==> src/design/assert_macros.svh <==
// assertion macros used by the station learning table datapath
`ifndef ASSERT_MACROS_SVH
`define ASSERT_MACROS_SVH

// expression holds at every clock edge outside reset
`define ASSERT_ALWAYS(label, clk, rst, expr, msg) \
   label: assert property (@(posedge clk) disable iff (rst) (expr)) else $error(msg);

// consequent holds in the same cycle as the antecedent
`define ASSERT_IMPLY(label, clk, rst, ante, cons, msg) \
   label: assert property (@(posedge clk) disable iff (rst) (ante) |-> (cons)) else $error(msg);

// consequent holds in the cycle after the antecedent
`define ASSERT_NEXT(label, clk, rst, ante, cons, msg) \
   label: assert property (@(posedge clk) disable iff (rst) (ante) |=> (cons)) else $error(msg);

`endif

==> src/design/wslt_pkg.sv <==
// types and constants of the station learning table
package wslt_pkg;

   localparam int ADDR_W   = 48;
   localparam int FLAGS_W  = 8;
   localparam int RAW_W    = 8;
   localparam int LEVEL_W  = 9;
   localparam int INDEX_W  = 5;
   localparam int USED_W   = 6;

   localparam logic [FLAGS_W-1:0] FLAGS_TO_DS     = 8'h01;
   localparam logic [FLAGS_W-1:0] FLAGS_TO_DS_ALT = 8'h11;
   localparam logic [FLAGS_W-1:0] FLAGS_NO_DS     = 8'h00;
   localparam logic [FLAGS_W-1:0] FLAGS_NO_DS_ALT = 8'h10;
   localparam logic [LEVEL_W-1:0] LEVEL_BIAS      = 9'h100;

   typedef enum logic [1:0] {
      ST_INSERTED = 2'd0,
      ST_UPDATED  = 2'd1,
      ST_DROPPED  = 2'd2,
      ST_IGNORED  = 2'd3
   } status_type;

   typedef struct packed {
      logic       load;
      logic       scan;
      logic       set_code;
      status_type code;
      logic       emit;
   } dp_cmd_type;

   typedef struct packed {
      logic ignore;
      logic empty;
      logic hit;
      logic last;
      logic full;
   } dp_sts_type;

endpackage

==> src/design/wslt_ctrl.sv <==
// controller state machine of the station learning table
module wslt_ctrl
   import wslt_pkg::*;
(
   input  logic       clock,
   input  logic       reset,
   input  logic       req_valid,
   output logic       req_stall,
   output logic       rsp_valid,
   input  logic       rsp_stall,
   input  dp_sts_type sts,
   output dp_cmd_type cmd
);

   typedef enum logic [3:0] {
      S_IDLE   = 4'b0001,
      S_CHECK  = 4'b0010,
      S_SCAN   = 4'b0100,
      S_FINISH = 4'b1000
   } state_type;

   state_type state_ff, state_in;
   logic      rsp_valid_ff, rsp_valid_in;
   logic      out_free;

   assign out_free  = !rsp_valid_ff || !rsp_stall;
   assign req_stall = (state_ff != S_IDLE);
   assign rsp_valid = rsp_valid_ff;

   always_comb begin
      state_in = state_ff;
      cmd      = '0;
      cmd.code = ST_INSERTED;
      case (state_ff)
         S_IDLE: begin
            if (req_valid) begin
               cmd.load = 1'b1;
               state_in = S_CHECK;
            end
         end
         S_CHECK: begin
            if (sts.ignore) begin
               cmd.set_code = 1'b1;
               cmd.code     = ST_IGNORED;
               state_in     = S_FINISH;
            end else if (sts.empty) begin
               cmd.set_code = 1'b1;
               cmd.code     = ST_INSERTED;
               state_in     = S_FINISH;
            end else begin
               cmd.scan = 1'b1;
               state_in = S_SCAN;
            end
         end
         S_SCAN: begin
            cmd.scan = 1'b1;
            if (sts.hit) begin
               cmd.set_code = 1'b1;
               cmd.code     = ST_UPDATED;
               state_in     = S_FINISH;
            end else if (sts.last) begin
               cmd.set_code = 1'b1;
               cmd.code     = sts.full ? ST_DROPPED : ST_INSERTED;
               state_in     = S_FINISH;
            end
         end
         S_FINISH: begin
            if (out_free) begin
               cmd.emit = 1'b1;
               state_in = S_IDLE;
            end
         end
         default: begin
            state_in = S_IDLE;
         end
      endcase
   end

   assign rsp_valid_in = cmd.emit || (rsp_valid_ff && rsp_stall);

   always_ff @(posedge clock) begin
      if (reset) begin
         state_ff     <= S_IDLE;
         rsp_valid_ff <= 1'b0;
      end else begin
         state_ff     <= state_in;
         rsp_valid_ff <= rsp_valid_in;
      end
   end

endmodule

==> src/design/wslt_datapath.sv <==
// datapath of the station learning table: request latch, station memories, scan and result
module wslt_datapath
   import wslt_pkg::*;
#(
   parameter int TABLE_ENTRIES = 32
)
(
   input  logic               clock,
   input  logic               reset,
   input  dp_cmd_type         cmd,
   output dp_sts_type         sts,
   input  logic [FLAGS_W-1:0] req_frame_flags,
   input  logic [ADDR_W-1:0]  req_addr_one,
   input  logic [ADDR_W-1:0]  req_addr_two,
   input  logic [RAW_W-1:0]   req_signal_raw,
   output logic [1:0]         rsp_status,
   output logic [INDEX_W-1:0] rsp_entry_index,
   output logic [USED_W-1:0]  rsp_entries_used
);

   localparam int IDX_W = (TABLE_ENTRIES > 1) ? $clog2(TABLE_ENTRIES) : 1;
   localparam int CNT_W = $clog2(TABLE_ENTRIES + 1);

   logic [ADDR_W-1:0]  mac_mem   [TABLE_ENTRIES];
   logic [ADDR_W-1:0]  bssid_mem [TABLE_ENTRIES];
   logic [LEVEL_W-1:0] level_mem [TABLE_ENTRIES];

   logic [ADDR_W-1:0]  mac_ff, mac_in;
   logic [ADDR_W-1:0]  bssid_ff, bssid_in;
   logic [LEVEL_W-1:0] level_ff;
   logic               ignore_ff, ignore_in;
   logic               to_ds, no_ds;

   logic [CNT_W-1:0]   fill_ff, fill_in;
   logic [IDX_W-1:0]   scan_idx_ff, scan_idx_in;
   logic [IDX_W-1:0]   cmp_idx_ff;
   logic               cmp_valid_ff, cmp_valid_in;
   logic [ADDR_W-1:0]  rd_mac_ff;

   status_type         res_code_ff;
   logic [IDX_W-1:0]   res_idx_ff, res_idx_in;

   logic [1:0]         rsp_status_ff;
   logic [INDEX_W-1:0] rsp_entry_index_ff;
   logic [USED_W-1:0]  rsp_entries_used_ff;

   logic               do_insert, do_update, level_we;
   logic [IDX_W-1:0]   fill_idx, level_idx;

   // address roles from the flags byte
   assign to_ds = req_frame_flags inside {FLAGS_TO_DS, FLAGS_TO_DS_ALT};
   assign no_ds = req_frame_flags inside {FLAGS_NO_DS, FLAGS_NO_DS_ALT};
   assign ignore_in = !(to_ds || no_ds);
   assign mac_in    = to_ds ? req_addr_two : req_addr_one;
   assign bssid_in  = to_ds ? req_addr_one : req_addr_two;

   assign fill_idx  = fill_ff[IDX_W-1:0];
   assign do_insert = cmd.set_code && (cmd.code == ST_INSERTED);
   assign do_update = cmd.set_code && (cmd.code == ST_UPDATED);
   assign level_we  = do_insert || do_update;
   assign level_idx = do_update ? cmp_idx_ff : fill_idx;

   assign sts.ignore = ignore_ff;
   assign sts.empty  = (fill_ff == '0);
   assign sts.full   = (fill_ff == CNT_W'(TABLE_ENTRIES));
   assign sts.hit    = cmp_valid_ff && (rd_mac_ff == mac_ff);
   assign sts.last   = cmp_valid_ff && ((CNT_W'(cmp_idx_ff) + CNT_W'(1)) == fill_ff);

   assign fill_in      = do_insert ? fill_ff + CNT_W'(1) : fill_ff;
   assign scan_idx_in  = cmd.load ? '0 : (cmd.scan ? scan_idx_ff + IDX_W'(1) : scan_idx_ff);
   assign cmp_valid_in = cmd.load ? 1'b0 : (cmd.scan ? 1'b1 : cmp_valid_ff);

   always_comb begin
      res_idx_in = '0;
      if (do_insert) begin
         res_idx_in = fill_idx;
      end else if (do_update) begin
         res_idx_in = cmp_idx_ff;
      end
   end

   // station memories
   always_ff @(posedge clock) begin
      if (do_insert) begin
         mac_mem[fill_idx]   <= mac_ff;
         bssid_mem[fill_idx] <= bssid_ff;
      end
      if (level_we) begin
         level_mem[level_idx] <= level_ff;
      end
      rd_mac_ff <= mac_mem[scan_idx_ff];
   end

   always_ff @(posedge clock) begin
      if (reset) begin
         fill_ff      <= '0;
         scan_idx_ff  <= '0;
         cmp_valid_ff <= 1'b0;
      end else begin
         fill_ff      <= fill_in;
         scan_idx_ff  <= scan_idx_in;
         cmp_valid_ff <= cmp_valid_in;
      end
   end

   always_ff @(posedge clock) begin
      if (cmd.load) begin
         mac_ff    <= mac_in;
         bssid_ff  <= bssid_in;
         level_ff  <= {1'b0, req_signal_raw} - LEVEL_BIAS;
         ignore_ff <= ignore_in;
      end
      if (cmd.scan) begin
         cmp_idx_ff <= scan_idx_ff;
      end
      if (cmd.set_code) begin
         res_code_ff <= cmd.code;
         res_idx_ff  <= res_idx_in;
      end
      if (cmd.emit) begin
         rsp_status_ff       <= res_code_ff;
         rsp_entry_index_ff  <= INDEX_W'(res_idx_ff);
         rsp_entries_used_ff <= USED_W'(fill_ff);
      end
   end

   assign rsp_status       = rsp_status_ff;
   assign rsp_entry_index  = rsp_entry_index_ff;
   assign rsp_entries_used = rsp_entries_used_ff;

`include "assert_macros.svh"

   `ASSERT_ALWAYS(a_fill_bound, clock, reset, fill_ff <= CNT_W'(TABLE_ENTRIES), "fill count beyond table size")
   `ASSERT_NEXT(a_insert_count, clock, reset, do_insert, fill_ff == $past(fill_ff) + CNT_W'(1), "insert did not advance fill count")
   `ASSERT_IMPLY(a_update_on_hit, clock, reset, do_update, cmp_valid_ff && (rd_mac_ff == mac_ff), "update without a matching entry")

endmodule

==> src/design/wifi_station_learning_table.sv <==
// top level of the wireless station learning table
// steps: load, check, scan of up to TABLE_ENTRIES stored stations (skipped if empty or ignored), emit
// the scan reads one station memory entry per cycle; new requests wait until the result is emitted
// a finished result waits in the output register while the next request is taken
// reset: synchronous, active high; clears the station count and the handshake state
// memory contents are not cleared: entries beyond the station count are never read
module wifi_station_learning_table
   import wslt_pkg::*;
#(
   parameter int TABLE_ENTRIES = 32
)
(
   input  logic               clock,
   input  logic               reset,
   input  logic               req_valid,
   output logic               req_stall,
   input  logic [FLAGS_W-1:0] req_frame_flags,
   input  logic [ADDR_W-1:0]  req_addr_one,
   input  logic [ADDR_W-1:0]  req_addr_two,
   input  logic [RAW_W-1:0]   req_signal_raw,
   output logic               rsp_valid,
   input  logic               rsp_stall,
   output logic [1:0]         rsp_status,
   output logic [INDEX_W-1:0] rsp_entry_index,
   output logic [USED_W-1:0]  rsp_entries_used
);

   dp_cmd_type cmd;
   dp_sts_type sts;

   wslt_ctrl u_ctrl (
      .clock     (clock),
      .reset     (reset),
      .req_valid (req_valid),
      .req_stall (req_stall),
      .rsp_valid (rsp_valid),
      .rsp_stall (rsp_stall),
      .sts       (sts),
      .cmd       (cmd)
   );

   wslt_datapath #(
      .TABLE_ENTRIES (TABLE_ENTRIES)
   ) u_datapath (
      .clock            (clock),
      .reset            (reset),
      .cmd              (cmd),
      .sts              (sts),
      .req_frame_flags  (req_frame_flags),
      .req_addr_one     (req_addr_one),
      .req_addr_two     (req_addr_two),
      .req_signal_raw   (req_signal_raw),
      .rsp_status       (rsp_status),
      .rsp_entry_index  (rsp_entry_index),
      .rsp_entries_used (rsp_entries_used)
   );

endmodule

==> config.mk <==
export PLATFORM = sky130hd
export DESIGN_NAME = wifi_station_learning_table
export DESIGN_NICKNAME = d
export VERILOG_FILES = /design/src/design/wslt_pkg.sv /design/src/design/wslt_ctrl.sv /design/src/design/wslt_datapath.sv /design/src/design/wifi_station_learning_table.sv
export VERILOG_INCLUDE_DIRS = /design/src /design/src/design
export SDC_FILE = /design/constraint.sdc
export NUM_CORES = 2
export LEC_CHECK = 0
export ABC_AREA = 1
export BUFFER_PORTS_ARGS = -buffer_cell sky130_fd_sc_hd__buf_4
export CAP_MARGIN = 20
export CORE_UTILIZATION = 45
export CTS_CLUSTER_SIZE = 16
export DETAILED_ROUTE_END_ITERATION = 16
export GPL_ROUTABILITY_DRIVEN = 0
export GPL_TIMING_DRIVEN = 0
export PLACE_DENSITY = 0.57
export SETUP_SLACK_MARGIN = 0.2
export SLEW_MARGIN = 20
export SYNTH_ARGS = -nofsm -noshare
export SYNTH_HDL_FRONTEND = slang
export SYNTH_SLANG_ARGS = --single-unit
==> constraint.sdc <==
create_clock -name clock -period 4.9 [get_ports clock]
set_clock_uncertainty 0.1 [all_clocks]
set_input_delay 0.49 -clock clock [delete_from_list [all_inputs] [get_ports clock]]
set_output_delay 0.49 -clock clock [all_outputs]
set_load 0.02 [all_outputs]
# After elaboration in Yosys (flattened, before gate mapping)
# Memory sizes are Yosys's and may differ from the RTL's. A register that Yosys moved wholly into a read port is not among the register bits.
# Index checks and enable logic that the tools add are counted.
[op_classes] addsub=3 n_reduce_logical=18 muxes=24 n_eq_ne=15
[op_table] operator="$eq 48x48->1" n=1
[op_table] operator="$mux 48" n=1
[op_table] operator="$mux 4" n=6
[op_table] operator="$eq 8x5->1 const B" n=2
[op_table] operator="$pmux 4 s4" n=1
[op_table] operator="$mux 3" n=4
[op_table] operator="$mux 5" n=2
[op_table] operator="$eq 8x1->1 const B" n=1
[op_table] operator="$logic_not 8->1" n=1
[op_table] operator="$mux 1" n=8
[op_table] operator="$pmux 4 s2" n=1
[op_table] operator="$add 5x1->6 const B" n=1
[op_table] operator="$add 6x1->6 const B" n=1
[op_table] operator="$eq 6x6->1" n=1
[op_table] operator="$eq 6x6->1 const B" n=1
[op_table] operator="$logic_not 6->1" n=1
[op_table] operator="$add 5x1->5 const B" n=1
[op_table] operator="$logic_and 1x1->1" n=5
[op_table] operator="$eq 4x1->1 const B" n=1
[op_table] operator="$eq 4x2->1 const B" n=1
[op_table] operator="$eq 4x3->1 const B" n=1
[op_table] operator="$eq 4x4->1 const B" n=1
[op_table] operator="$ne 4x1->1 const B" n=1
[op_table] operator="$reduce_bool 2->1" n=2
[op_table] operator="10 further kinds" n=14
[totals] inputBits=116 reg_bits=91 memories=1 mem_bits_rw=1536 out_inout_bits=15 elab_cells=74
[mem_list] memory="u_datapath.mac_mem" words=32 word_bits=48 rd=1 rd_clocked_by_memory_dff=1 write_ports=1 line="wslt_datapath.sv:24" text="logic [ADDR_W-1:0] mac_mem [TABLE_ENTRIES];"

# Longest topological paths before layout
[logic_depth] ltp_word=10 ltp_mapped=16 depth_no_buf=15

# Hierarchy
# Synthesis repeated with hierarchy kept, for this count alone.
[hier_totals] hier_cells=5874 hier_area_um2=67566.1
[by_module_without_submodules] mod="wslt_datapath" area_per_inst_um2=67254.5 seq_area_each_um2=49547.5 n_inst=1 cells_each=5821
[by_module_without_submodules] mod="wslt_ctrl" area_per_inst_um2=311.5 seq_area_each_um2=100.1 n_inst=1 cells_each=53

# Worst setup path after synthesis
# No wires, ideal clock.
[synth_timing] path_type="register to register" from="register u_datapath.mac_ff[47]" to="memory u_datapath.mac_mem[11][0] (enable)" path_stages_with_launch=16 arrival_time_ps=3935 period_less_slack_ps=4489 setup_slack_ps=411 required_time_ps=4346 setup_ps=454 cell_sequence="edfxtp_1 > inv_1 > nand2_1 > nand2_1 > nor2_1 > nand2_1 > nor2_1 > nand2_1 > nor2_4 > nand2_1 > nand2_1 > nand2_2 > nand2_4 > buf_6 > nand3_4 > nor2_1"
[synth_lines] item="start: declaration" line="wslt_datapath.sv:28" text="logic [ADDR_W-1:0] mac_ff, mac_in;"
[synth_lines] item="start signal: assignment" line="wslt_datapath.sv:108" text="mac_ff <= mac_in;"
[synth_lines] item="end: declaration" line="wslt_datapath.sv:24"

==> qor.csv <==
stage,metric,value,unit
run_status,status,finished clean,
yosys,"EDFF count, synth",1610,
clocking,htree depth,4,
floorplanning,Die H,383.0,um
sta,final setup fails,0,
worst_setup_path,Critical Path Source Type,register,
sta,fmax,215.7,MHz
floorplanning,width of the die,383.0,um
place,IO buf count,121,
clocking,CTS max path bufs,3,
layout,Post-layout nets,5616,
floorplanning,Initial Util,0.4541,
yosys,synthesized area,65320,sq um
clocking,root buffer cell,clkbuf_16,
yosys,fraction of registers with async set/reset,0,
yosys,Synth Register Bits,1675,
place,Area after DPL,71890,sq um
floorplanning,Row Count,139,
floorplanning,Die Area,146700,sq um
routing,initial DRC count,6713,
worst_setup_path,Setup CP Type,register to register,
worst_setup_path,CP arrival,5.03,ns
routing,Via-to-Cell Ratio,6.052,
clocking,TritonCTS clock tree,built,
worst_setup_path,critical path endpoint category,register,
global_routing,largest net degree at the start of global routing,35,
worst_setup_path,Critical Path RT,5.29,ns
worst_setup_path,crit-path cells,xnor2_2 > nand2_1 > nor2_1 > nand3_1 > nor2_4 > nand2_1 > nand2_1 > nand2_2 > nand2_4 > buf_6 > nand3_4 > nor2_4 > buf_16 > buf_12,
routing,Post-Route WL,234.5,mm
sta,relative max-transition margin,0.2242,
layout,Finished Layout Cells,7544,
yosys,synthesized netlist cell count,4897,
yosys,synth warn,0,
worst_setup_path,CP max FO,18,
global_routing,GR Overflow Total,0,
routing,Final ANT Viol Nets,0,
routing,via count,45650,
power,maximum vdd drop,0.3844,mV
sta,Final min period,4.637,ns
place,Post-Place Cells,7064,
place,Setup WS pre-CTS,-0.1911,ns
sta,final worst slack,0.2630,ns
yosys,Synth Area per Inst,13.34,sq um
yosys,Synth Net Count,5019,
place,post-DP HPWL,163.8,mm
min_path,worst min path class,register to register,
worst_setup_path,Critical Path Max Stage Delay,0.77,ns
layout,layout cells sized above 1,0.1333,
layout,most frequent cells in the layout,"edfxtp_1, nor2_1, o21ai_0, nand2_1, clkbuf_1",
floorplanning,Ports,131,
sta,final hold violations,0,
sta,Worst Tran Pin Value,1.164,ns
yosys,"Seq/Total Area, Yosys",0.7601,
power,PD cells,376.3,nW/um^2
floorplanning,Core Footprint,143800,sq um
yosys,Yosys cell types,38,
layout,Finished Cell Area,79160,sq um
routing,1st-pass router iterations,6,
global_routing,antenna violations before repair,16,
clocking,clock-pin slew on the worst setup and hold paths,0.06,ns
worst_setup_path,"most used cell, CP",nand2_1,
clocking,Worst-Skew Late Latency,0.83,ns
sta,Final Max Tran Viols,0,
global_routing,GRT Total Usage,0.3162,
global_routing,global-route wire length before repair,322.8,mm
worst_setup_path,Crit-path slowest cell,edfxtp_1,
sta,unrepaired setup endpoints after global routing,yes,
power,leakage power,26.52,nW
flow_run,reported max-cap violation count,0,
layout,area growth from synthesis to layout,21.18,%
clocking,Num CTS Buffers,168,
clocking,TritonCTS Sinks,1675,
sta,Tcrit/Tclk final,0.9463,
global_routing,vias in the first global route,42700,
layout,"commonest non-fill, non-tap cell in the layout",edfxtp_1,
routing,drt wl/cell,31.09,um
layout,"Core Util, Final",0.5503,
routing,DRC viols,0,
yosys,Synth Flop Type,edfxtp_1,
==> cell families after synthesis <==
logic type,Yosys count,share of synthesized area
buffers and inverters,482,0.02956
xor gates and xnor gates,14,0.001877
adders and majority gates,6,0.001149
muxes,48,0.008275
and+or+nand+nor,1387,0.08562
DFF,1675,0.7601
AOI/OAI and AO/OA,1285,0.1134
==> final timing paths <==
kind,start,end,slack (ns),cells after the start
setup / recovery,u_datapath.mac_ff[10]$_DFFE_PP_,u_datapath.mac_mem[23][22]$_DFFE_PP_,0.26,14
hold / removal,u_datapath.res_code_ff[0]$_DFFE_PP_,u_datapath.rsp_status[0]$_DFFE_PP_,0.31,0
setup reg to reg,u_datapath.mac_ff[10]$_DFFE_PP_,u_datapath.mac_mem[23][22]$_DFFE_PP_,0.26,14
hold reg to reg,u_datapath.res_code_ff[0]$_DFFE_PP_,u_datapath.rsp_status[0]$_DFFE_PP_,0.31,0
==> final cells by class <==
| cell class | count | area (sq um) |
|---|---|---|
| clock buffer | 233 | 4727 |
| timing repair buffer | 427 | 5627 |
| buffer | 328 | 1365 |
| fill | 11630 | 64670 |
| inverter | 154 | 578.1 |
| clock inverter | 77 | 810.8 |
| tap | 1903 | 2381 |
| antenna | 7 | 17.52 |
| multi-input combinational | 2740 | 14000 |
| sequential | 1675 | 49650 |
==> critical path: cells and delay by family, from the launching register on <==
kind,cells,cell delay (ns)
XOR/XNOR,1,0.66
buffers and inverters,3,0.65
flip-flops,1,0.77
AND/OR/NAND/NOR,10,2.05
==> routing by layer <==
metal,vias up,global-route usage,part of all wire
li1,19430,-,-
met1,22710,0.4209,0.38
met2,2940,0.4960,0.46
met3,562,0.06729,0.11
met4,8,0.1497,0.051
met5,-,0,0.00020
==> where the power goes <==
group / leakage [nW] / internal (mW) / total (mW) / switching, mW
clock: 2.70 / 7.58 / 13.1 / 5.50
combinational: 8.79 / 0.291 / 0.722 / 0.431
sequential: 15.0 / 15.8 / 16.0 / 0.145
total: 26.5 / 23.7 / 29.8 / 6.08
==> metrics by stage <==
step	hold slack, ns	power (mW)	TNS [ns]
2_1_floorplan	0.3003	16.44	0
3_3_place_gp	0.3057	16.79	-6028.28
3_5_place_dp	0.3080	16.90	-11.07
4_1_cts	0.3144	29.81	0
5_1_grt	0.3194	30.37	0
6_report	0.3113	29.79	0
==> synthesized netlist by cell type (6+ instances only) <==
cell type  number  area [sq um]
buf_2          64         320.3
nand2_1       348          1306
o21ai_1        56         280.3
ha_1            6         75.07
nand4_1        52         325.3
o221ai_1      142          1244
o211ai_1       51         382.9
mux2_2         48         540.5
o22ai_1       248          1551
inv_1         142         533.0
a21oi_1        15         75.07
nand3_1       113         565.5
o21ai_0       770          3854
inv_2          10         37.54
clkbuf_1      247         927.1
buf_1           9         33.78
xor2_1          8         70.07
nor2_1        855          3209
dfxtp_1        65          1301
xnor2_1         6         52.55
edfxtp_1     1610         48350
==> sequential cells by signal, indices dropped and copies added (netlist names) <==
| register | flops |
|---|---|
| u_datapath.rsp_entry_index | 5 |
| u_datapath.cmp_valid_ff | 1 |
| u_datapath.res_idx_ff | 5 |
| u_datapath.ignore_ff | 1 |
| u_datapath.mac_mem | 1536 |
| u_ctrl.rsp_valid | 1 |
| u_ctrl.state_ff | 4 |
| u_datapath.cmp_idx_ff | 5 |
| u_datapath.rsp_status | 2 |
| u_datapath.mac_ff | 48 |
| u_datapath.rd_mac_ff | 48 |
| u_datapath.fill_ff | 6 |
| u_datapath.rsp_entries_used | 6 |
| u_datapath.scan_idx_ff | 5 |
| u_datapath.res_code_ff | 2 |
==> what timing repair did <==
item,4_1_cts,5_1_grt
endpoints found under the hold margin,56,0
hold buffers,103,0
pin swaps,2,12
setup endpoints to repair,1014,254
gates resized for setup,1,0
setup buffers,6,39
No activity file was read; power rests on OpenSTA's default activity.
